<file path="config.mk">
export PLATFORM = sky130hd
export DESIGN_NAME = mel_mul
export DESIGN_NICKNAME = d
export VERILOG_FILES = /design/src/rtl/mel_pkg.sv /design/src/rtl/mel_mul.sv
export SDC_FILE = /design/constraint.sdc
export NUM_CORES = 2
export LEC_CHECK = 0
export BUFFER_PORTS_ARGS = -buffer_cell sky130_fd_sc_hd__buf_4
export CAP_MARGIN = 10
export CORE_MARGIN = 3
export CORE_UTILIZATION = 30
export DETAILED_ROUTE_END_ITERATION = 7
export PLACE_DENSITY_LB_ADDON = 0.05
export SYNTH_ARGS = -nofsm -noshare
export SYNTH_HDL_FRONTEND = slang
export SYNTH_SLANG_ARGS = --single-unit
export TNS_END_PERCENT = 10
</file>
<file path="constraint.sdc">
create_clock -name clk_i -period 19.8 [get_ports clk_i]
set_input_delay 0.99 -clock clk_i [delete_from_list [all_inputs] [get_ports clk_i]]
set_output_delay 0.99 -clock clk_i [all_outputs]
set_load 0.03 [all_outputs]
</file>
<file path="src/rtl/mel_pkg.sv">
`timescale 1ns / 1ps
// Shared types and constants for the metric edge length core.
// No dependencies; every other file refers to this package by scoped names.
package mel_pkg;

  typedef logic [31:0] word_t;
  typedef logic [63:0] dword_t;

  // Configuration register indexes
  localparam logic CFG_DIM = 1'b0;
  localparam logic CFG_THR = 1'b1;

  localparam logic [1:0] DIM_2D = 2'd2;

  // Fractional bits of the log2 result and length of the division
  localparam int LOG_FRAC_BITS = 58;
  localparam int DIV_BITS      = 32 + LOG_FRAC_BITS;
  localparam int DIV_CNT_W     = $clog2(DIV_BITS);

  // ln 2 in Q0.64
  localparam dword_t LN2_Q64 = 64'hB17217F7D1CF79AB;

  // Magnitude of a signed 32-bit value as unsigned
  function automatic word_t mag32(input word_t v);
    mag32 = v[31] ? (~v + 32'd1) : v;
  endfunction

endpackage

</file>
<file path="src/rtl/mel_mul.sv">
`timescale 1ns / 1ps
// Shared 32x32 unsigned multiplier with registered product.
// Depends on mel_pkg.
module mel_mul (
  input  logic           clk_i,
  input  mel_pkg::word_t a_i,
  input  mel_pkg::word_t b_i,
  output mel_pkg::dword_t p_o
);

  mel_pkg::dword_t p_q;

  always_ff @(posedge clk_i) begin
    p_q <= {32'd0, a_i} * {32'd0, b_i};
  end

  assign p_o = p_q;

endmodule

</file>
; ---- After elaboration in Yosys (flattened, before gate mapping)
; Index checks and enable logic that the tools add are counted.
[op_classes]
mul = 1
[op_table]
columns = operator, count
row1 = $mul 32x32->64, 1
[word_totals]
input_bits = 65
word_cells = 2
register_bits = 64
output_inout_bits = 64

; ---- Logic depth before layout (Yosys ltp)
[depth]
word_depth = 1
ltp_mapped = 29
depth_no_buf = 27

; ---- Worst setup path after synthesis
; No wires, ideal clock.
[synth_timing]
kind = input -> register
start = input port a_i[25]
end = register p_q[62] (netlist: p_o[62])
arrival_time_ns = 7.671
stages = 25
setup_time_ns = 0.072
path_slack_ns = 12.057
required_ns = 19.728
path_buffers = 2
cell_sequence = clkbuf_1 nand2_1 fa_1 inv_1 fa_1 inv_1 fa_1 inv_1 fa_1 fa_1 fa_1 fa_1 inv_1 fa_1 inv_1 ha_1 buf_2 nand4_1 or4_1 or3_1 a31oi_1 a31o_2 a211oi_1 o21ai_1 xor2_1
[synth_between]
elab_chain_len = 1
[synth_lines]
columns = element, line_no
row1 = "start, declared", mel_mul.sv:6  ; input mel_pkg::word_t a_i,
row2 = $mul 32x32->64, mel_mul.sv:14  ; p_q <= {32'd0, a_i} * {32'd0, b_i};
row3 = "end signal, assigned", mel_mul.sv:14
row4 = "end, declared", mel_mul.sv:11  ; mel_pkg::dword_t p_q;
; No other way between the ends.

; ---- Final worst setup path
[layout_timing]
start = input port b_i[23]
end = register p_q[62] (netlist: p_o[62])
[layout_between]
elab_chain_len = 1
[layout_lines]
columns = element, line_no
row1 = "start, declared", mel_mul.sv:7  ; input mel_pkg::word_t b_i,
row2 = $mul 32x32->64, mel_mul.sv:14
; No other way between the ends.

==> run metrics <==
path type of the worst min-delay path primary input to register; average via count per standard cell 4.60; wire length of the first global-routing pass 178 mm; all-layer global routing usage 0.198; FF+latch count, synth 64; 1st-pass router iterations 5; max-slew violations 0; net count after synthesis approximately 5000; DRT antenna net count 0; post-synthesis sequential area ratio 0.0369; result of the run finished, final reports clean; worst-path maximum fanout 32; H-tree Lvls 3; clock net sink count between 60 and 70; required time at the endpoint of the critical path 20.09 ns; final number of hold-violating endpoints 0; CTS resizes 0; Syn Area/Cell 9.25 um2; final weighted congestion in routability-driven placement around 0.77; Post-synth EDFFs 0; signed area change from the synthesized netlist to the final layout 6.78%; DPL Wire Length 90.7 mm; Critical Path Source Type primary input; core utilization of the finished layout 0.323; fin crit share 0.440; DRC errors left 0; Largest stage delay, worst path 0.67 ns; post-synthesis instance area 34700 um2; placed standard-cell area around 37000 um2; slowest stage cell on the critical path a31oi_1; area fraction of the dominant cell type after synthesis 0.517; fin area 37000 um2; flip-flop count of the largest register after layout between 60 and 70; core box area 115000 um2; fraction of final layout cells sized beyond drive strength 1 0.0438; wire per inst 22.0 um; routed wire length about 110 mm; headroom to the max-slew limit 0.399; die boundary height 346 um; count of distinct cell types in the synthesized netlist 57; post-CTS setup-driven buffer insertion count 0; vias in the first global route between 20000 and 30000; accumulated negative setup slack 0 ns; total number of vias 23800; area enclosed by the die boundary 120000 um2; max-capacitance violation count 0; cell taking the most area after synthesis fa_1; setup violation total in the final timing report 0; classification of the worst setup path primary input to register; synth warn 0; count of routing violations after the opening detailed-route iteration 904; clock tree from TritonCTS yes; site row count 124; root cell of the clock tree clkbuf_16; Least-Margin Pin Slew ~0.9 ns; die width 346 um; highest clock frequency the design can meet between 100 and 150 MHz; CTS Hold Buffers Added 0; initial cell density of the core 0.303; CTS buffer count 9; setup repair after global routing missed its margin no; largest cells by area after synthesis fa_1, and2_1, ha_1; pin count of the biggest net entering global routing 33; boundary pin count 129; clock tree buffer depth 2; crit path time final 8.71 ns; async set or reset register ratio after synthesis 0; global route total overflow 0; antenna violations before repair 5; cell type with the highest occurrence count on the critical path fa_1; endpoint kind of the worst setup timing path register; Clock Pin Slew Worst Setup and Hold Paths 0.06 ns; Top FF cell, synth dfxtp_1; sequence of cells on the critical path buf_4, nand2_1, fa_1, inv_1, fa_1, fa_1, fa_1, fa_1, fa_1, fa_1, inv_1, fa_1, inv_1, ha_1, nand4_1, or4_1, or3_1, a31oi_1, a31o_2, a211oi_1, o21ai_1, xor2_1; Arr. time, crit path 9.00 ns; # port buffers roughly 130; # nets final 4891; synthesized instance count 3748
-- synthesized netlist by cell type, types with 3 or more instances --
master      n
and4_1      3
buf_2       6
a31oi_1    12
and2_1    602
ha_1      263
fa_1      896
nor3_1      7
and3_1     14
a21oi_2     3
nand2_1   480
o221ai_1    3
nor2_1     20
xnor2_1    35
nand4_1    23
a221oi_4    3
o21bai_1   10
o21ai_0    21
o31ai_4     3
o21a_1      9
a211oi_1    3
or4_1       3
xor2_1     25
or2_2       3
a21oi_1    63
a221o_1     4
a21o_1     40
or3_1       3
clkbuf_1  213
nand3_1    10
a21boi_1    3
dfxtp_1    64
inv_1     865
o21ai_1     5
-- final timing paths --
kind	slack [ns]	cells after the start	start	end
setup / recovery	11.09	22	b_i[23]	p_o[62]$_DFF_P_
hold / removal	1.13	2	b_i[0]	p_o[0]$_DFF_P_
-- stage by stage --
stage,hold WS [ns],std cells,worst slack (ns)
after floorplan,1.12,3748,12.06
after global placement,1.42,5168,10.87
after detailed placement,1.42,5168,10.82
after CTS,1.12,5184,11.21
after global routing,1.15,5184,10.81
final,1.13,5186,11.09
-- critical path: cells and delay by family --
kind | cells | cell delay, ns
fa+ha+maj | 9 | 4.60
xor+xnor | 1 | 0.14
buf+inv | 4 | 0.64
simple gates | 4 | 1.28
compound gates | 4 | 1.29
-- layer usage --
| metal | wire [um] | share of wire | GRT usage | vias to the layer above |
|---|---|---|---|---|
| met2 | 63300 | 0.55 | 0.381 | 305 |
| met4 | 2580 | 0.023 | 0.0388 | 2 |
| met5 | 13 | 0.00011 | 0 | - |
| met3 | 2170 | 0.019 | 0.0150 | 84 |
| li1 | - | - | - | 10700 |
| met1 | 46200 | 0.40 | 0.240 | 12800 |
-- area by class of cell --
| type | instances | area (um2) |
|---|---|---|
| antenna | 2 | 5.00 |
| timing repair buffer | 128 | 961 |
| fill | 12200 | 77500 |
| clock inverter | 7 | 100 |
| sequential | 64 | 1280 |
| clock buffer | 9 | 225 |
| inverter | 865 | 3250 |
| tap | 1512 | 1890 |
| multi-input combinational | 2599 | 29300 |
-- kinds of logic (layout without fill, tap and decap cells) --
logic type	Yosys count	in the layout	synth area share
buffers and inverters	1085	1009	0.118
XOR/XNOR	60	60	0.0152
AND/OR/NAND/NOR	1177	1177	0.176
other	0	2	0
multiplexers	1	1	0.000289
adder cells (fa/ha/maj)	1159	1159	0.612
flip-flops	64	64	0.0369
AO/OA/AOI/OAI	202	202	0.0415
-- cells in the final DEF, fill, tap and decap left out, drive strengths merged, types with 3 or more instances in the layout --
| cell | synthesis | layout |
|---|---|---|
| and4 | 3 | 3 |
| nand2 | 480 | 480 |
| o21a | 9 | 9 |
| nand3 | 10 | 10 |
| a21boi | 3 | 3 |
| o31ai | 5 | 5 |
| or2 | 3 | 3 |
| or3 | 3 | 3 |
| buf | 7 | 128 |
| ha | 263 | 263 |
| a221o | 4 | 4 |
| nand4 | 23 | 23 |
| or4 | 3 | 3 |
| o21ai | 26 | 26 |
| a21oi | 66 | 66 |
| and3 | 14 | 14 |
| o221ai | 3 | 3 |
| nor2 | 20 | 20 |
| a221oi | 4 | 4 |
| inv | 865 | 868 |
| nor3 | 7 | 7 |
| clkbuf | 213 | 9 |
| o21bai | 11 | 11 |
| xor2 | 25 | 25 |
| a211oi | 3 | 3 |
| xnor2 | 35 | 35 |
| fa | 896 | 896 |
| dfxtp | 64 | 64 |
| a31oi | 12 | 12 |
| a21o | 40 | 40 |
| and2 | 602 | 602 |
Power is left out: the tool's default activity adds up to more than one toggle a clock period on the data nets, which glitch-free logic cannot reach.
