### config.mk
export PLATFORM = sky130hd
export DESIGN_NAME = mel_div
export DESIGN_NICKNAME = d
export VERILOG_FILES = /design/src/rtl/mel_pkg.sv /design/src/rtl/mel_div.sv
export SDC_FILE = /design/constraint.sdc
export NUM_CORES = 1
export LEC_CHECK = 0
export ABC_AREA = 1
export BUFFER_PORTS_ARGS = -buffer_cell sky130_fd_sc_hd__buf_4
export CAP_MARGIN = 5
export CORE_UTILIZATION = 55
export DETAILED_ROUTE_END_ITERATION = 6
export GPL_TIMING_DRIVEN = 0
export PLACE_DENSITY_LB_ADDON = 0.12
export SLEW_MARGIN = 25
export SYNTH_ARGS = -nofsm -noshare
export SYNTH_HDL_FRONTEND = slang
export SYNTH_SLANG_ARGS = --single-unit
### constraint.sdc
create_clock -name clk_i -period 6.75 [get_ports clk_i]
set_input_delay 0.3375 -clock clk_i [delete_from_list [all_inputs] [get_ports clk_i]]
set_output_delay 0.3375 -clock clk_i [all_outputs]
set_load 0.02 [all_outputs]
### src/rtl/mel_pkg.sv
`timescale 1ns / 1ps
// Shared types and constants for the metric edge length core.
// No dependencies; every other file refers to this package by scoped names.
package mel_pkg;

  typedef logic [31:0] word_t;
  typedef logic [63:0] dword_t;

  // Configuration register indexes
  localparam logic CFG_DIM = 1'b0;
  localparam logic CFG_THR = 1'b1;

  localparam logic [1:0] DIM_2D = 2'd2;

  // Fractional bits of the log2 result and length of the division
  localparam int LOG_FRAC_BITS = 58;
  localparam int DIV_BITS      = 32 + LOG_FRAC_BITS;
  localparam int DIV_CNT_W     = $clog2(DIV_BITS);

  // ln 2 in Q0.64
  localparam dword_t LN2_Q64 = 64'hB17217F7D1CF79AB;

  // Magnitude of a signed 32-bit value as unsigned
  function automatic word_t mag32(input word_t v);
    mag32 = v[31] ? (~v + 32'd1) : v;
  endfunction

endpackage

### src/rtl/mel_div.sv
`timescale 1ns / 1ps
// Restoring divider: (diff << LOG_FRAC_BITS) / den, one bit per cycle,
// saturated to 32 bits. Depends on mel_pkg.
module mel_div (
  input  logic            clk_i,
  input  logic            rst_ni,
  input  logic            start_i,
  input  mel_pkg::word_t  diff_i,
  input  mel_pkg::dword_t den_i,
  output logic            done_o,
  output mel_pkg::word_t  quot_o
);

  logic [mel_pkg::DIV_BITS-1:0]  num_q, num_d;
  logic [mel_pkg::DIV_CNT_W-1:0] cnt_q, cnt_d;
  mel_pkg::dword_t rem_q, rem_d, den_q, den_d;
  mel_pkg::word_t  q_q, q_d;
  logic [64:0] r65, diff65;
  logic ge, over_q, over_d, busy_q, busy_d, done_q, done_d;

  always_comb begin
    num_d  = num_q;
    cnt_d  = cnt_q;
    rem_d  = rem_q;
    den_d  = den_q;
    q_d    = q_q;
    over_d = over_q;
    busy_d = busy_q;
    done_d = 1'b0;
    r65    = {rem_q, num_q[mel_pkg::DIV_BITS-1]};
    diff65 = r65 - {1'b0, den_q};
    ge     = (r65 >= {1'b0, den_q});
    if (start_i) begin
      num_d  = {diff_i, {mel_pkg::LOG_FRAC_BITS{1'b0}}};
      cnt_d  = mel_pkg::DIV_CNT_W'(mel_pkg::DIV_BITS - 1);
      rem_d  = '0;
      den_d  = den_i;
      q_d    = '0;
      over_d = 1'b0;
      busy_d = 1'b1;
    end else if (busy_q) begin
      num_d = num_q << 1;
      rem_d = ge ? diff65[63:0] : r65[63:0];
      q_d   = {q_q[30:0], ge};
      if (ge && cnt_q >= mel_pkg::DIV_CNT_W'(32)) begin
        over_d = 1'b1;
      end
      if (cnt_q == '0) begin
        busy_d = 1'b0;
        done_d = 1'b1;
      end else begin
        cnt_d = cnt_q - 1'b1;
      end
    end
  end

  always_ff @(posedge clk_i or negedge rst_ni) begin
    if (!rst_ni) begin
      num_q  <= '0;
      cnt_q  <= '0;
      rem_q  <= '0;
      den_q  <= '0;
      q_q    <= '0;
      over_q <= 1'b0;
      busy_q <= 1'b0;
      done_q <= 1'b0;
    end else begin
      num_q  <= num_d;
      cnt_q  <= cnt_d;
      rem_q  <= rem_d;
      den_q  <= den_d;
      q_q    <= q_d;
      over_q <= over_d;
      busy_q <= busy_d;
      done_q <= done_d;
    end
  end

  assign done_o = done_q;
  assign quot_o = over_q ? 32'hFFFF_FFFF : q_q;

endmodule

# Word level (Yosys, flattened, before mapping)
# Index checks and enable logic that the tools add are counted.
[totals]
reg_bits = 260
elab_cells = 39
[op_classes]
n_addsub = 2
order_cmp = 2
n_eq_ne = 1
n_mux = 20
reduce_logical = 6
[ops]
columns = ["cell", "count"]
rows = [
  ["$mux 64", 3],
  ["$mux 90", 2],
  ["$mux 32", 3],
  ["$ge 65x64->1", 1],
  ["$sub 64x64->64", 1],
  ["$mux 7", 3],
  ["$mux 1", 9],
  ["$ge 7x6->1 const B", 1],
  ["$logic_not 7->1", 1],
  ["$sub 7x1->7 const B", 1],
  ["$reduce_and 2->1", 2],
  ["$reduce_bool 2->1", 2],
  ["$ne 2x2->1 const B", 1],
  ["$logic_and 1x1->1", 1],
]

# Depth between registers and ports, before layout
[logic_depth]
depth_word = 5
ltp_mapped = 19
depth_no_buf = 18

# Worst setup path after synthesis
# OpenSTA, ideal clock, no wires.
[synth_timing]
path_kind = "register -> register"
from = "register rem_q[39]"
to = "register rem_q[10]"
setup_time_ns = 0.130
t_arrival_ns = 1.994
path_slack_ns = 4.625
path_stages_with_launch = 15
n_path_buf = 1
period_less_slack_ns = 2.125
path_cell_list = "dfrtp_1 > ha_1 > nand2_1 > inv_1 > a21oi_1 > nand2_1 > nand2_1 > nand2_1 > nand2_1 > nand2_1 > nor2_4 > buf_1 > nand3_1 > nand3_1 > o21ai_1"
[synth_between]
elab_chain_cells = 4
[synth_lines]
columns = ["element", "line", "rtl"]
rows = [
  ["start: declaration", "mel_div.sv:16", "mel_pkg::dword_t rem_q, rem_d, den_q, den_d;"],
  ["start signal: assignment", "mel_div.sv:70", "rem_q <= rem_d;"],
  ["$ge 65x64->1", "mel_div.sv:32", "ge = (r65 >= {1'b0, den_q});"],
  ["$mux 64", "mel_div.sv:43", "rem_d = ge ? diff65[63:0] : r65[63:0];"],
  ["$mux 64", "mel_div.sv:41", "end else if (busy_q) begin"],
  ["$mux 64", "mel_div.sv:33", "if (start_i) begin"],
]
# No other way between the ends. The select of a mux whose other input is x is not followed.
# A chain may end at the register's enable or synchronous reset.

# Worst setup path in the final report
[layout_timing]
from = "register rem_q[48]"
to = "register rem_q[49]"
[layout_between]
elab_chain_cells = 4
elab_cells_between_ends = 5
classes_between = "add/sub: 1; order compare: 1; mux: 3"
[layout_lines]
columns = ["element", "line"]
rows = [
  ["$sub 64x64->64 or $ge 65x64->1 (tied branches)", "mel_div.sv:31, mel_div.sv:32"],
  ["$mux 64 (*)", "mel_div.sv:43"],
  ["$mux 64 (*)", "mel_div.sv:41"],
  ["$mux 64 (*)", "mel_div.sv:33"],
]
# Mark *: on every way between the ends. The rest lies on a longest branch, timed or not. The select of a mux whose other input is x is not followed.

==> results.md <==
- I/O pin count: 132
- Post-CTS setup buffer count: 0
- TritonCTS Buffers: 22
- Multi-input combinational cell area: 0.007631 mm2
- Clock skew: 0.03376 ns
- Initial Util: 0.5673
- Synthesized Nets: 2471
- RSZ-0062 raised after global routing: no
- Worst-path clk slew: 0.06 ns
- DRT Pass-1 Iters: 7
- Post-Route M1 WL: 20.72 mm
- Largest cells by area after synthesis: dfrtp_1 34%, nand2_1 22%, inv_1 12%
- Arr. time, crit path: 3.33 ns
- Area share of the largest cell type after synthesis: 0.3381
- Antenna violations before repair: 0
- Vias per cell: 5.283
- Final Util: 0.6693
- Largest net degree at the start of global routing: 75
- Outcome: finished, final reports clean
- Metal2 WL: 22.00 mm
- Clk Latency, worst-skew pair: 0.55 ns
- GRT overflow: 0
- Routed met3 length: 2.915 mm
- IO Port Bufs: 131
- Total Neg Setup Slack: 0 ns
- Reg2Reg Depth: 14
- Cell row count: 59
- Final count of hold timing violations: 0
- DRT Wirelength: 47.71 mm
- Tot GR Track Use: 0.3468
- Number of DRC markers in iteration 0: 1247
- Nets: 2673
- Max Used Layer: met4
- IR drop worst, VDD: 0.2149 mV
- Die Width: 166.9 um
- Hold Crit Endpoint: den_q[49]
- Die Area: 0.02785 mm2
- Leakage: 10.07 nW
- Area leader, netlist: dfrtp_1
- Min Clock Period, post-route: 2.891 ns
- Maximum clock insertion buffer count: 3
- Worst hold path class: in -> reg
- Avg Inst Size Synth: 6.484 um2
- Setup CP Type: reg -> reg
- CTS H-tree lvls: 1
- Mapped cell area: 0.01495 mm2
- Clock Sinks: 202
- Reg2Reg Setup Slack: 3.86 ns
- Share of layout cells above drive strength 1: 0.09948
- ANT cells: 0
- Launch point of the worst reg-to-reg path: rem_q[48]
- Die Height: 166.9 um
- Hold path cells: 3
- Final period utilization: 0.4283
- Fmax: 0.3459 GHz
- Req. time, crit path: 7.19 ns
- YS warnings: 0
- Drt drc: 0
- Fillers: 2392
- Startpoint Class: flop
- P per Cell Area: 177.4 mW/mm2
- Crit. End Element: flop
- Number of global-route vias before repair: 14.64k
- FF/Latch Area: 0.005055 mm2
- Maxcap violations: 0
- Routed Antenna Nets: 0
- TritonCTS clock tree: built
- Hold Startpoint: den_i[49]
- Hpwl dp: 36.98 mm
- Routed wire per std cell: 16.69 um
- RR Endpoint: rem_q[49]
- Area of the core: 0.02635 mm2
- Fin. max-slew vios: 0
- Fin Hold WS: 0.008750 ns
- Yosys reg bits: 202
- Area grow syn2layout: 17.97%
- Setup violations, final: 0
- CP max FO: 10
- GPL Wtd Cong: 1.011
- Rel. slew slack: 0.5571
- Root Buffer: clkbuf_16
- Worst-margin pin slew: 0.6644 ns
- Vias post-DR: 15.10k
- Register area share after synthesis: 0.3381
- Mapped Cells: 2306
- First-pass GRT wire length: 76.46 mm
- Yosys cell types: 43
-- through the flow --
| step | worst slack, ns | instances | total power, W | area (um2) |
|---|---|---|---|---|
| 3_5_place_dp | 3.894 | 2774 | 0.001830 | 16420 |
| 2_1_floorplan | 4.625 | 2306 | 0.001645 | 14950 |
| 5_1_grt | 3.618 | 2858 | 0.003258 | 17640 |
| 3_3_place_gp | 3.874 | 2772 | 0.001809 | 16350 |
| 6_report | 3.859 | 2858 | 0.003129 | 17640 |
| 4_1_cts | 3.890 | 2858 | 0.003127 | 17640 |
-- worst max-delay path: stages (launching register included) --
cell     delay (ns)
dfrtp_1        0.40
ha_1           0.45
nand2_1        0.17
nor2_1         0.21
nand2_1        0.16
inv_2          0.08
nand2_1        0.09
nor3_1         0.22
nand2_2        0.16
nand2_4        0.12
buf_12         0.18
buf_8          0.17
nand3_1        0.18
nand2_1        0.12
nand2_1        0.06
-- layout make-up --
class,instances,share of cell area
multi-input cells,1556,0.4326
flip-flops and latches,202,0.2866
inverters,483,0.1028
repair buffers,178,0.08484
clock buffers,34,0.03774
plain buffers,65,0.02568
well taps,335,0.02376
clock inverters,5,0.006029
-- sequential cells by signal, indices dropped and copies added, names as in the netlist --
signal and flops:
rem_q 64, busy_q 1, q_q 32, cnt_q 7, num_q 32, over_q 1
den_q 64, done_o 1
-- cells in the final DEF, fill, tap and decap left out, types with 22 or more instances in the layout --
cell             n
dlygate4sd3_1   46
a21oi_1         55
nand3_1        130
buf_4          134
o221ai_1        31
o21ai_0         84
ha_1            65
dfrtp_1        202
inv_1          469
nand2_1        869
nand3b_1        27
nor2_1         118
o21ai_1         24
clkbuf_1        37
xnor2_1         28
clkbuf_16       22
o22ai_1         32
-- synthesized netlist by cell type (all sizes together) --
cell type      n
nand3b        27
inv          482
fa             1
nor4           3
o21ai        108
nor2         135
nand3        146
o22ai         32
clkbuf        32
buf           31
and2           1
o21bai        12
o221ai        31
o41ai          1
ha            65
xor2           3
clkinv         1
a21o           1
dlygate4sd3    1
a31oi          1
o31ai          1
nand2        878
dlygate4sd1    1
a21oi         55
dfrtp        202
xnor2         28
nand4         18
o21a           1
and3           2
nor3           6
-- logic make-up after synthesis --
family	Yosys count	synth area share
DFF	202	0.3381
AOI/OAI and AO/OA	243	0.09465
buffers and inverters	548	0.1515
xor gates and xnor gates	31	0.01816
adders and majority gates	66	0.05573
and+or+nand+nor	1216	0.3418
-- worst max-delay path by stage --
| stage | from | depth (start not counted) | endpoint |
|---|---|---|---|
| floorplan | rem_q[39] | 14 | rem_q[10] |
| global placement | rem_q[38] | 15 | rem_q[47] |
| detailed placement | rem_q[38] | 15 | rem_q[47] |
| CTS | rem_q[48] | 14 | rem_q[49] |
| global route | rem_q[48] | 14 | rem_q[49] |
| finish | rem_q[48] | 14 | rem_q[49] |
-- where the power goes --
group          total, W  switching (W)  internal (W)
registers       0.00130      0.0000260       0.00128
logic          0.000543       0.000346      0.000198
clock network   0.00128       0.000524      0.000759
total           0.00313       0.000896       0.00223
-- layer usage --
| metal | vias to the layer above | global-route usage |
|---|---|---|
| li1 | 7480 | - |
| met1 | 6977 | 0.4592 |
| met2 | 550 | 0.5772 |
| met3 | 91 | 0.03731 |
| met4 | 0 | 0.1453 |
| met5 | - | 0 |
-- timing repair --
item	CTS	global route
hold buffers	45	0
hold endpoints to repair	116	0
setup endpoints to repair	0	0
gates resized for setup	0	0
(Power assumes the default switching activity.)
