**src/rtl/mel_pkg.sv**
```systemverilog
`timescale 1ns / 1ps
// Shared types and constants for the metric edge length core.
// No dependencies; every other file refers to this package by scoped names.
package mel_pkg;

  typedef logic [31:0] word_t;
  typedef logic [63:0] dword_t;

  // Configuration register indexes
  localparam logic CFG_DIM = 1'b0;
  localparam logic CFG_THR = 1'b1;

  localparam logic [1:0] DIM_2D = 2'd2;

  // Fractional bits of the log2 result and length of the division
  localparam int LOG_FRAC_BITS = 58;
  localparam int DIV_BITS      = 32 + LOG_FRAC_BITS;
  localparam int DIV_CNT_W     = $clog2(DIV_BITS);

  // ln 2 in Q0.64
  localparam dword_t LN2_Q64 = 64'hB17217F7D1CF79AB;

  // Magnitude of a signed 32-bit value as unsigned
  function automatic word_t mag32(input word_t v);
    mag32 = v[31] ? (~v + 32'd1) : v;
  endfunction

endpackage

```
**src/rtl/mel_sqrt.sv**
```systemverilog
`timescale 1ns / 1ps
// Iterative integer square root of a 64-bit value, one result bit per cycle.
// Depends on mel_pkg.
module mel_sqrt (
  input  logic            clk_i,
  input  logic            rst_ni,
  input  logic            start_i,
  input  mel_pkg::dword_t radicand_i,
  output logic            done_o,
  output mel_pkg::word_t  root_o
);

  mel_pkg::dword_t rem_q, rem_d, res_q, res_d, bit_q, bit_d, sum;
  logic busy_q, busy_d, done_q, done_d;

  always_comb begin
    rem_d  = rem_q;
    res_d  = res_q;
    bit_d  = bit_q;
    busy_d = busy_q;
    done_d = 1'b0;
    sum    = res_q + bit_q;
    if (start_i) begin
      rem_d  = radicand_i;
      res_d  = '0;
      bit_d  = 64'd1 << 62;
      busy_d = 1'b1;
    end else if (busy_q) begin
      if (rem_q >= sum) begin
        rem_d = rem_q - sum;
        res_d = (res_q >> 1) + bit_q;
      end else begin
        res_d = res_q >> 1;
      end
      bit_d = bit_q >> 2;
      if (bit_q[0]) begin
        busy_d = 1'b0;
        done_d = 1'b1;
      end
    end
  end

  always_ff @(posedge clk_i or negedge rst_ni) begin
    if (!rst_ni) begin
      rem_q  <= '0;
      res_q  <= '0;
      bit_q  <= '0;
      busy_q <= 1'b0;
      done_q <= 1'b0;
    end else begin
      rem_q  <= rem_d;
      res_q  <= res_d;
      bit_q  <= bit_d;
      busy_q <= busy_d;
      done_q <= done_d;
    end
  end

  assign done_o = done_q;
  assign root_o = res_q[31:0];

endmodule

```
**config.mk**
```make
export PLATFORM = sky130hd
export DESIGN_NAME = mel_sqrt
export DESIGN_NICKNAME = d
export VERILOG_FILES = /design/src/rtl/mel_pkg.sv /design/src/rtl/mel_sqrt.sv
export SDC_FILE = /design/constraint.sdc
export NUM_CORES = 1
export LEC_CHECK = 0
export BUFFER_PORTS_ARGS = -buffer_cell sky130_fd_sc_hd__buf_2
export CORE_MARGIN = 2
export CORE_UTILIZATION = 67
export DETAILED_ROUTE_END_ITERATION = 16
export PLACE_DENSITY = 0.88
export SYNTH_ARGS = -nofsm -noshare
export SYNTH_HDL_FRONTEND = slang
export SYNTH_SLANG_ARGS = --single-unit
export TNS_END_PERCENT = 1
```
**constraint.sdc**
```tcl
create_clock -name clk_i -period 8.15 [get_ports clk_i]
set_clock_uncertainty 0.05 [all_clocks]
set_input_delay 0.4075 -clock clk_i [delete_from_list [all_inputs] [get_ports clk_i]]
set_output_delay 0.4075 -clock clk_i [all_outputs]
set_load 0.05 [all_outputs]
```
# == Yosys cells after proc, flatten, opt, wreduce, memory -nomap -nowiden ==
# Index checks and enable logic that the tools add are counted.
# totals
regBits,194
out_inout_bits,33
# classes
add_sub_neg,3
order_cmp,1
n_mux,14
reduce_logical,3
# ops
op,n
64-bit two-way mux,8
63-bit by 64-bit adder with 64-bit output,1
64-bit adder,1
64-bit greater-or-equal comparator,1
64-bit subtractor,1
1-bit two-way mux,6
2-bit nonzero test,2
2-bit AND reduction,1

# == Logic depth before layout (Yosys ltp) ==
# Gate-level depths: netlist (run 1).
# depth
ltp_word,5
mapped_depth,26
depth_no_buf,23

# == Least setup slack after synthesis (run 1) ==
# OpenSTA, ideal clock, no wires.
# synth_path
kind,reg-to-reg
from,register res_q[2]
to,register rem_q[4]
setup_time_ns,0.138
arrival_time_ns,5.069
required_time_ns,7.962
slack_ns,2.894
path_stages_with_launch,27
period_less_slack_ns,5.256
path_cell_list,dfrtp_1 -> ha_1 -> a31oi_1 -> a211oi_2 -> a211oi_1 -> o31a_1 -> o21ai_1 -> o2111ai_1 -> and2_1 -> o21ba_2 -> o21bai_1 -> xnor2_1 -> ha_1 -> clkbuf_1 -> a21o_1 -> a21o_1 -> a21oi_1 -> o21ai_0 -> o21bai_1 -> and2_1 -> buf_1 -> nand2_1 -> buf_6 -> clkbuf_1 -> nor2_1 -> a211oi_1 -> a21oi_1
# synth_via
elab_chain_len,5
# synth_lines
element,line,source
"start, declared",mel_sqrt.sv:13,"mel_pkg::dword_t rem_q, rem_d, res_q, res_d, bit_q, bit_d, sum;"
"start signal, assigned",mel_sqrt.sv:52,res_q <= res_d;
64-bit adder (*),mel_sqrt.sv:22,sum = res_q + bit_q;
64-bit subtractor,mel_sqrt.sv:30,rem_d = rem_q - sum;
64-bit two-way mux,mel_sqrt.sv:29,if (rem_q >= sum) begin
64-bit two-way mux,mel_sqrt.sv:28,end else if (busy_q) begin
64-bit two-way mux,mel_sqrt.sv:23,if (start_i) begin
"end signal, assigned",mel_sqrt.sv:51,rem_q <= rem_d;
"end, declared",mel_sqrt.sv:13,
# Every way passes the cells marked *; elsewhere a longest branch is shown, timed or not. The select of a mux whose other input is x is not followed.
# A chain may end at the register's enable or synchronous reset.

# == Worst setup path after layout (run 1) ==
# layout_path
from,register res_q[4]
to,register res_q[52]
# layout_via
elab_chain_len,5
# layout_lines
element,line
64-bit adder,mel_sqrt.sv:22
64-bit greater-or-equal comparator,mel_sqrt.sv:29
64-bit two-way mux (*),mel_sqrt.sv:29
64-bit two-way mux (*),mel_sqrt.sv:28
64-bit two-way mux (*),mel_sqrt.sv:23
# Marked as above.

==> results.ini, run 1 <==
[final_layout]
synthToLayoutAreaGrowth_pct=5.36
drive_above_1_share_pct=8.83
antenna_cells=0
nNetsFinal=2281

[power_and_ir_drop]
p_clk_share_pct=13.5
switchingPower_mw=3.46
leakage_nw=7.65
swShare_pct=52.1
combPwrFrac_pct=67.0
power_density_nw_per_um2=387
intPower_mw=3.19
ir_worst_vdd_mv=0.190
seq_power_share_pct=19.5
power.total_mw=6.65

[setup_path]
cpPeakStageDelay_ns=0.88
required_ns=8.43
endpoint_kind=register
crit_type=reg2reg
critical_path_buf_inv_count=0
cp_max_fo=23
path_cells=ha_1, nand4_1, o21ai_0, a21oi_1, nor4_1, o21ai_1, a211oi_1, nand2_1, xor2_1, ha_1, and3_1, nand3_1, nor2_1, o2111ai_1, a211o_1, o21ai_2, and2_1, nand2_1, o31ai_1
critPathLaunchType=register
critPathArrivalTime_ns=7.34
crit_family=simple AND/OR/NAND/NOR gates
cpMaxStageDelayCell=and2_1

[die]
ios=100
initial_core_util_pct=67.6
rows=57
chipHeight_um=160
coreArea_um2=24100
dieArea_um2=25600
fp.dieW_um=160

[yosys]
syn_area_per_cell_um2=7.76
yosys_warnings=0
ys_dominant_reg_cell=dfrtp_1
synthArstFlopShare_pct=100
ys_seq_area_share_pct=24.9
yosys_register_bits=162
synth_top_cell_by_area=dfrtp_1
synth_cell_types=91
netlist_area_um2=16300
synth_commonest_cells=238 x nor2_1, 229 x nand2_1, 174 x a21oi_1, 162 x dfrtp_1, 130 x ha_1
yosys.area.top_type_share_pct=24.9
yosys-top-cells-area=dfrtp_1 25%, ha_1 10%, nor2_1 5.5%
post_synth_inst_count=2101
syn_nets=2299
yosysMostFrequentCell=nor2_1
synth-edff-count=0

[cts]
clock_latency_ns=0.45
cts_tree=yes
hold_buffers=0
h-tree-depth=4
clockBufferDepth=2
clk_pin_slew_worst_paths_ns=0.07
cts_root_buf=clkbuf_16
ctsResizeCount=0
cts_setup_buffers=0
cts_buffers=17
clock-sinks=162

[grt]
overflow=0
grt_pass1_wl_um=77900
grtUsageMet2_pct=55.6
gr-max-usage-layer=met2
use_met3_pct=5.82
grt_antenna_before_repair=0
grt_util_all_layers_pct=37.3
met1_usage_pct=55.5
grt_pass1_vias=15000
grt_max_degree=91

[timing]
worstMarginPinSlew_ns=1.01
finalHoldWorstSlack_ns=-0.00385
drv_slew=0
slew_headroom_pct=32.5
setup_viol_count_final=0
hold_violations=4
fin_crit_sh_pct=86.7
fmax_ghz=0.142
setup_tns_ns=0
rsz0062_at_grt=no
period_needed_ns=7.07

[drt]
drt-pass1-iter-count=8
routed_via_density=6.85
vias=16600
drtIter0Drc=2077
postRouteAntennaNets=0
detail_route.wl_per_cell_um=20.1
drt-total-wl_um=48700
post-route-drc-count=0

[run_status]
status=complete, but fails checks
violations=hold timing

[placement]
dp_hpwl_um=36000
numPortBuffers=99
place_congestion=1.02

[min_path]
min_path_type=in2async

[job]
drv_cap=0

==> cells in the final DEF, fill, tap and decap left out, drive strengths merged, types with 21 or more instances in the layout <==
cell type	synthesis	routed
nand2	230	230
nor2	238	238
inv	44	49
a21oi	176	176
a21o	36	36
xor2	87	87
a211oi	43	43
dfrtp	162	162
mux2i	52	52
ha	130	130
o21ai	159	159
nand3	47	47
o21bai	35	35
nand4	42	42
buf	67	109
a311oi	21	21
xnor2	68	68
nor3	35	35
a31oi	68	68
and3	23	23
==> cell type report <==
type / instances / area, µm²
Timing Repair Buffer: 109 / 583
Fill cell: 2014 / 6930
Tap cell: 324 / 405
Inverter: 44 / 165
Clock inverter: 13 / 196
Clock buffer: 19 / 443
Multi-Input combinational cell: 1749 / 11300
Sequential cell: 162 / 4060
==> per-stage QoR <==
step	instances	instance area, µm²	setup WS, ns	utilization [%]
finish	2420	17200	1.08	71.3
CTS	2420	17200	1.37	71.3
global placement	2388	16500	1.60	68.6
detailed placement	2388	16500	1.54	68.6
global route	2420	17200	0.838	71.3
floorplan	2101	16300	2.89	-
==> state kept, by name, indices dropped and copies added (netlist names) <==
signal  count
res_q      64
done_o      1
busy_q      1
bit_q      32
rem_q      64
==> worst register-to-register path: cells and delay by family (launching register included) <==
kind / cells / cell delay [ns]
adder cells (fa/ha/maj): 2 / 0.85
AO/OA/AOI/OAI: 8 / 2.65
XOR/XNOR: 1 / 0.19
AND/OR/NAND/NOR: 8 / 2.72
flip-flops: 1 / 0.50
==> cells by family (layout without fill, tap and decap cells) <==
kind of cell / Yosys count / after routing / share of synthesized area (%)
adders and majority gates: 131 / 131 / 10.1
AOI/OAI and AO/OA: 687 / 687 / 27.2
and+or+nand+nor: 717 / 717 / 20.2
muxes: 59 / 59 / 3.68
xor gates and xnor gates: 155 / 155 / 8.33
buffers and inverters: 190 / 185 / 5.69
DFF: 162 / 162 / 24.9
==> final timing paths <==
check / startpoint / to / slack, ns / cells past startpoint
max: res_q[4] / res_q[52] / 1.08 / 19
min: rst_ni / rem_q[14] / -0.004 / 1
max reg2reg: res_q[4] / res_q[52] / 1.08 / 19
min reg2reg: rem_q[2] / rem_q[2] / 0.51 / 2
max in group asynchronous: rst_ni / busy_q / 6.42 / 2
min in group clk_i: radicand_i[60] / rem_q[60] / 0.11 / 3
==> routing by layer <==
metal | share of wire, % | vias to the layer above
met2 | 42 | 1047
met1 | 43 | 7762
met4 | 3.2 | 0
met5 | 0 | -
li1 | - | 7635
met3 | 11 | 124
==> power groups by stage <==
stage | combinational, mW | sequential [mW] | clock [mW]
2_1_floorplan | 3.51 | 1.18 | 0
6_report | 4.46 | 1.30 | 0.897
3_5_place_dp | 4.30 | 1.29 | 0
5_1_grt | 4.86 | 1.32 | 0.929
3_3_place_gp | 4.21 | 1.28 | 0
4_1_cts | 4.34 | 1.28 | 0.898
Note: power is estimated with default switching activity, not from simulation.
==> inputs of run 2 (changes only) <==
Settings changed: GPL_TIMING_DRIVEN from default to 0, PLACE_DENSITY 0.88 to 0.87.
==> run 2 against run 1 <==
  * The flow now finishes without violations
  * Clock power decreased by 10%
  * Setup slack worse by 0.067 ns
  * Utilization is 2.6 points higher
  * Worst hold slack better by 0.13 ns
  * Non-clock buffer count is 137 higher
  * Design area grew 3.7%
  * Cell count rose by 5.7%
  * Via count grew 5.9%
  * Combinational power rose by 9.0%
  * Largest cell class unchanged
  * Highest routed layer unchanged
==> results.ini, run 2 (same netlist as run 1, synthesis figures left out) <==
[run_status]
status=completed  ; was complete, but fails checks

[job]
drv_cap=0  ; unchanged

[placement]
dpl-instance-area_um2=17200  ; was 16500 µm²
dp_cells=2524  ; was 2388
dp_hpwl_um=43900  ; was 36000 µm
place_congestion=1.01  ; was 1.02
numPortBuffers=98  ; was 99

[final_layout]
utilization_pct=73.9  ; was 71.3%
multi_input_area_um2=11300  ; about the same
nNetsFinal=2418  ; was 2281
layout_commonest_cell=nor2_1  ; unchanged
fin_cells=2557  ; was 2420
layout_common_cells=238 x nor2_1, 229 x nand2_1, 174 x a21oi_1  ; was 237 x nor2_1, 228 x nand2_1, 174 x a21oi_1
largestRegisters=rem_q (64), res_q (64), bit_q (32)  ; unchanged
synthToLayoutAreaGrowth_pct=9.26  ; was 5.36%
final_area_um2=17800  ; was 17200 µm²
seqCellArea_um2=4050  ; was 4060 µm²
antenna_cells=0  ; unchanged
num-fill-cells=1970  ; was 2014
drive_above_1_share_pct=10.5  ; was 8.83%

[drt]
detail_route.wl_per_cell_um=22.3  ; was 20.1 µm
drtIter0Drc=2633  ; was 2077
vias=17500  ; was 16.6k
postRouteAntennaNets=0  ; unchanged
drt-total-wl_um=56900  ; was 48700 µm
routed_via_density=6.86  ; was 6.85
drt-pass1-iter-count=9  ; was 8
post-route-drc-count=0  ; unchanged

[cts]
cts_tree=yes  ; unchanged
clock_latency_ns=0.45  ; about the same
clock-sinks=162  ; unchanged
h-tree-depth=4  ; unchanged
clockBufferDepth=2  ; unchanged
cts_buffers=17  ; unchanged
ctsResizeCount=0  ; unchanged
clk_pin_slew_worst_paths_ns=0.08  ; was 0.07 ns
cts_root_buf=clkbuf_16  ; unchanged

[min_path]
holdCritStartpoint=radicand_i[6]
min_path_type=in2reg  ; was in2async

[power_and_ir_drop]
ir_worst_vdd_mv=0.320  ; was 0.190 mV
leakage_nw=7.99  ; was 7.65 nW
power_density_nw_per_um2=390  ; was 387 nW/µm²

[setup_path]
endpoint_kind=register  ; unchanged
critPathArrivalTime_ns=7.37  ; was 7.34 ns
critPathLaunchType=register  ; unchanged
critical_path_buf_inv_count=2  ; was 0
cpMaxStageDelayCell=nor2_1  ; was and2_1
required_ns=8.39  ; was 8.43 ns
reg2reg_from=res_q[2]  ; was res_q[4]
crit_type=reg2reg  ; unchanged
path_cells=ha_1, a31oi_1, a211oi_2, a211oi_1, o31a_1, o21ai_1, o2111ai_1, a21boi_0, or2_2, xnor2_1, ha_1, clkbuf_1, nand4_1, a211o_1, o21ai_2, nand2_1, nor2_1, buf_2, mux2i_1, o21ai_1  ; was ha_1, nand4_1, o21ai_0, a21oi_1, nor4_1, o21ai_1, a211oi_1, nand2_1, xor2_1, ha_1, and3_1, nand3_1, nor2_1, o2111ai_1, a211o_1, o21ai_2, and2_1, nand2_1, o31ai_1
cpPeakStageDelay_ns=0.58  ; was 0.88 ns
crit_start=res_q[2]  ; was res_q[4]
cp_max_fo=10  ; was 23
crit_family=compound AO/OA/AOI/OAI gates  ; was simple AND/OR/NAND/NOR gates

[die]
chipHeight_um=160  ; unchanged
fp.dieW_um=160  ; unchanged
initial_core_util_pct=67.6  ; unchanged
dieArea_um2=25600  ; unchanged
ios=100  ; unchanged
coreArea_um2=24100  ; unchanged
rows=57  ; unchanged

[grt]
grt_pass1_wl_um=89200  ; was 77900 µm
grt_antenna_before_repair=0  ; unchanged
grt_pass1_vias=16300  ; was 15.0k
grt_util_all_layers_pct=43.9  ; was 37.3%
grt_max_degree=105  ; was 91
overflow=0  ; unchanged

[timing]
slew_headroom_pct=27.0  ; was 32.5%
fin_crit_sh_pct=87.5  ; was 86.7%
hold_violations=0  ; was 4
setup_viol_count_final=0  ; unchanged
rsz0062_at_grt=no  ; unchanged
setup_tns_ns=0  ; unchanged
finalHoldWorstSlack_ns=0.123  ; was -0.00385 ns
drv_slew=0  ; unchanged
period_needed_ns=7.13  ; was 7.07 ns
fmax_ghz=0.140  ; was 0.142 GHz
worstMarginPinSlew_ns=1.09  ; was 1.01 ns

[run 2: changes by cell type in the layout (fill, tap and decap cells not counted), moves of 2 or more]
cell,previous run,this run
buf_2,97,117
clkbuf_1,1,77
buf_4,10,35
inv_6,3,5
buf_1,0,8
clkinv_2,0,2
inv_8,2,4
bufinv_16,3,0
[run 2: cell type report]
class / instances / share of cell area (%)
flip-flops and latches: 162 / 22.8
clock inverters: 15 / 0.794
plain buffers: 146 / 4.28
clock buffers: 17 / 2.39
multi-input cells: 1749 / 63.6
repair buffers: 100 / 3.02
well taps: 324 / 2.28
inverters: 44 / 0.927
[run 2: path summary, 6_finish.rpt]
kind | endpoint | slack (ns) | cells past startpoint
max in group asynchronous | done_o | 6.70 | 3
max | rem_q[47] | 1.02 | 20
min reg2reg | rem_q[18] | 0.51 | 2
max reg2reg | rem_q[47] | 1.02 | 20
min | rem_q[6] | 0.12 | 3
min in group asynchronous | rem_q[8] | 0.45 | 2
[run 2: timing repair]
action                                  CTS  global route
endpoints found under the setup margin    0             0
hold buffers                              1             0
hold endpoints to repair                 58             0
buffers inserted                          0             0
[run 2: layer usage]
metal / wire length, µm / vias to the layer above / GRT usage (%)
li1: - / 7942 / -
met5: 0 / - / 0
met4: 2770 / 0 / 19.2
met2: 24300 / 1201 / 66.7
met3: 6950 / 220 / 7.79
met1: 22900 / 8180 / 61.7
[run 2: power by group]
part | leakage (nW) | total, mW | internal, mW | switching (mW)
clock | 0.283 | 0.807 | 0.406 | 0.400
combinational | 5.60 | 4.86 | 1.77 | 3.09
sequential | 2.11 | 1.28 | 1.03 | 0.253
total | 7.99 | 6.95 | 3.20 | 3.74
[run 2: worst register-to-register path, delay by kind of cell, from the launching register on]
kind                     cells  cell delay, ns
AO/OA/AOI/OAI               10            2.94
XOR/XNOR                     1            0.16
adder cells (fa/ha/maj)      2            0.70
buffers and inverters        2            0.85
flip-flops                   1            0.50
multiplexers                 1            0.25
AND/OR/NAND/NOR              4            1.53
[run 2: metrics by stage]
step           power, mW  setup slack (ns)
2_1_floorplan       4.69              2.89
3_5_place_dp        5.93              1.29
5_1_grt             7.38             0.679
3_3_place_gp        5.80              1.43
4_1_cts             6.76              1.27
6_report            6.95              1.02
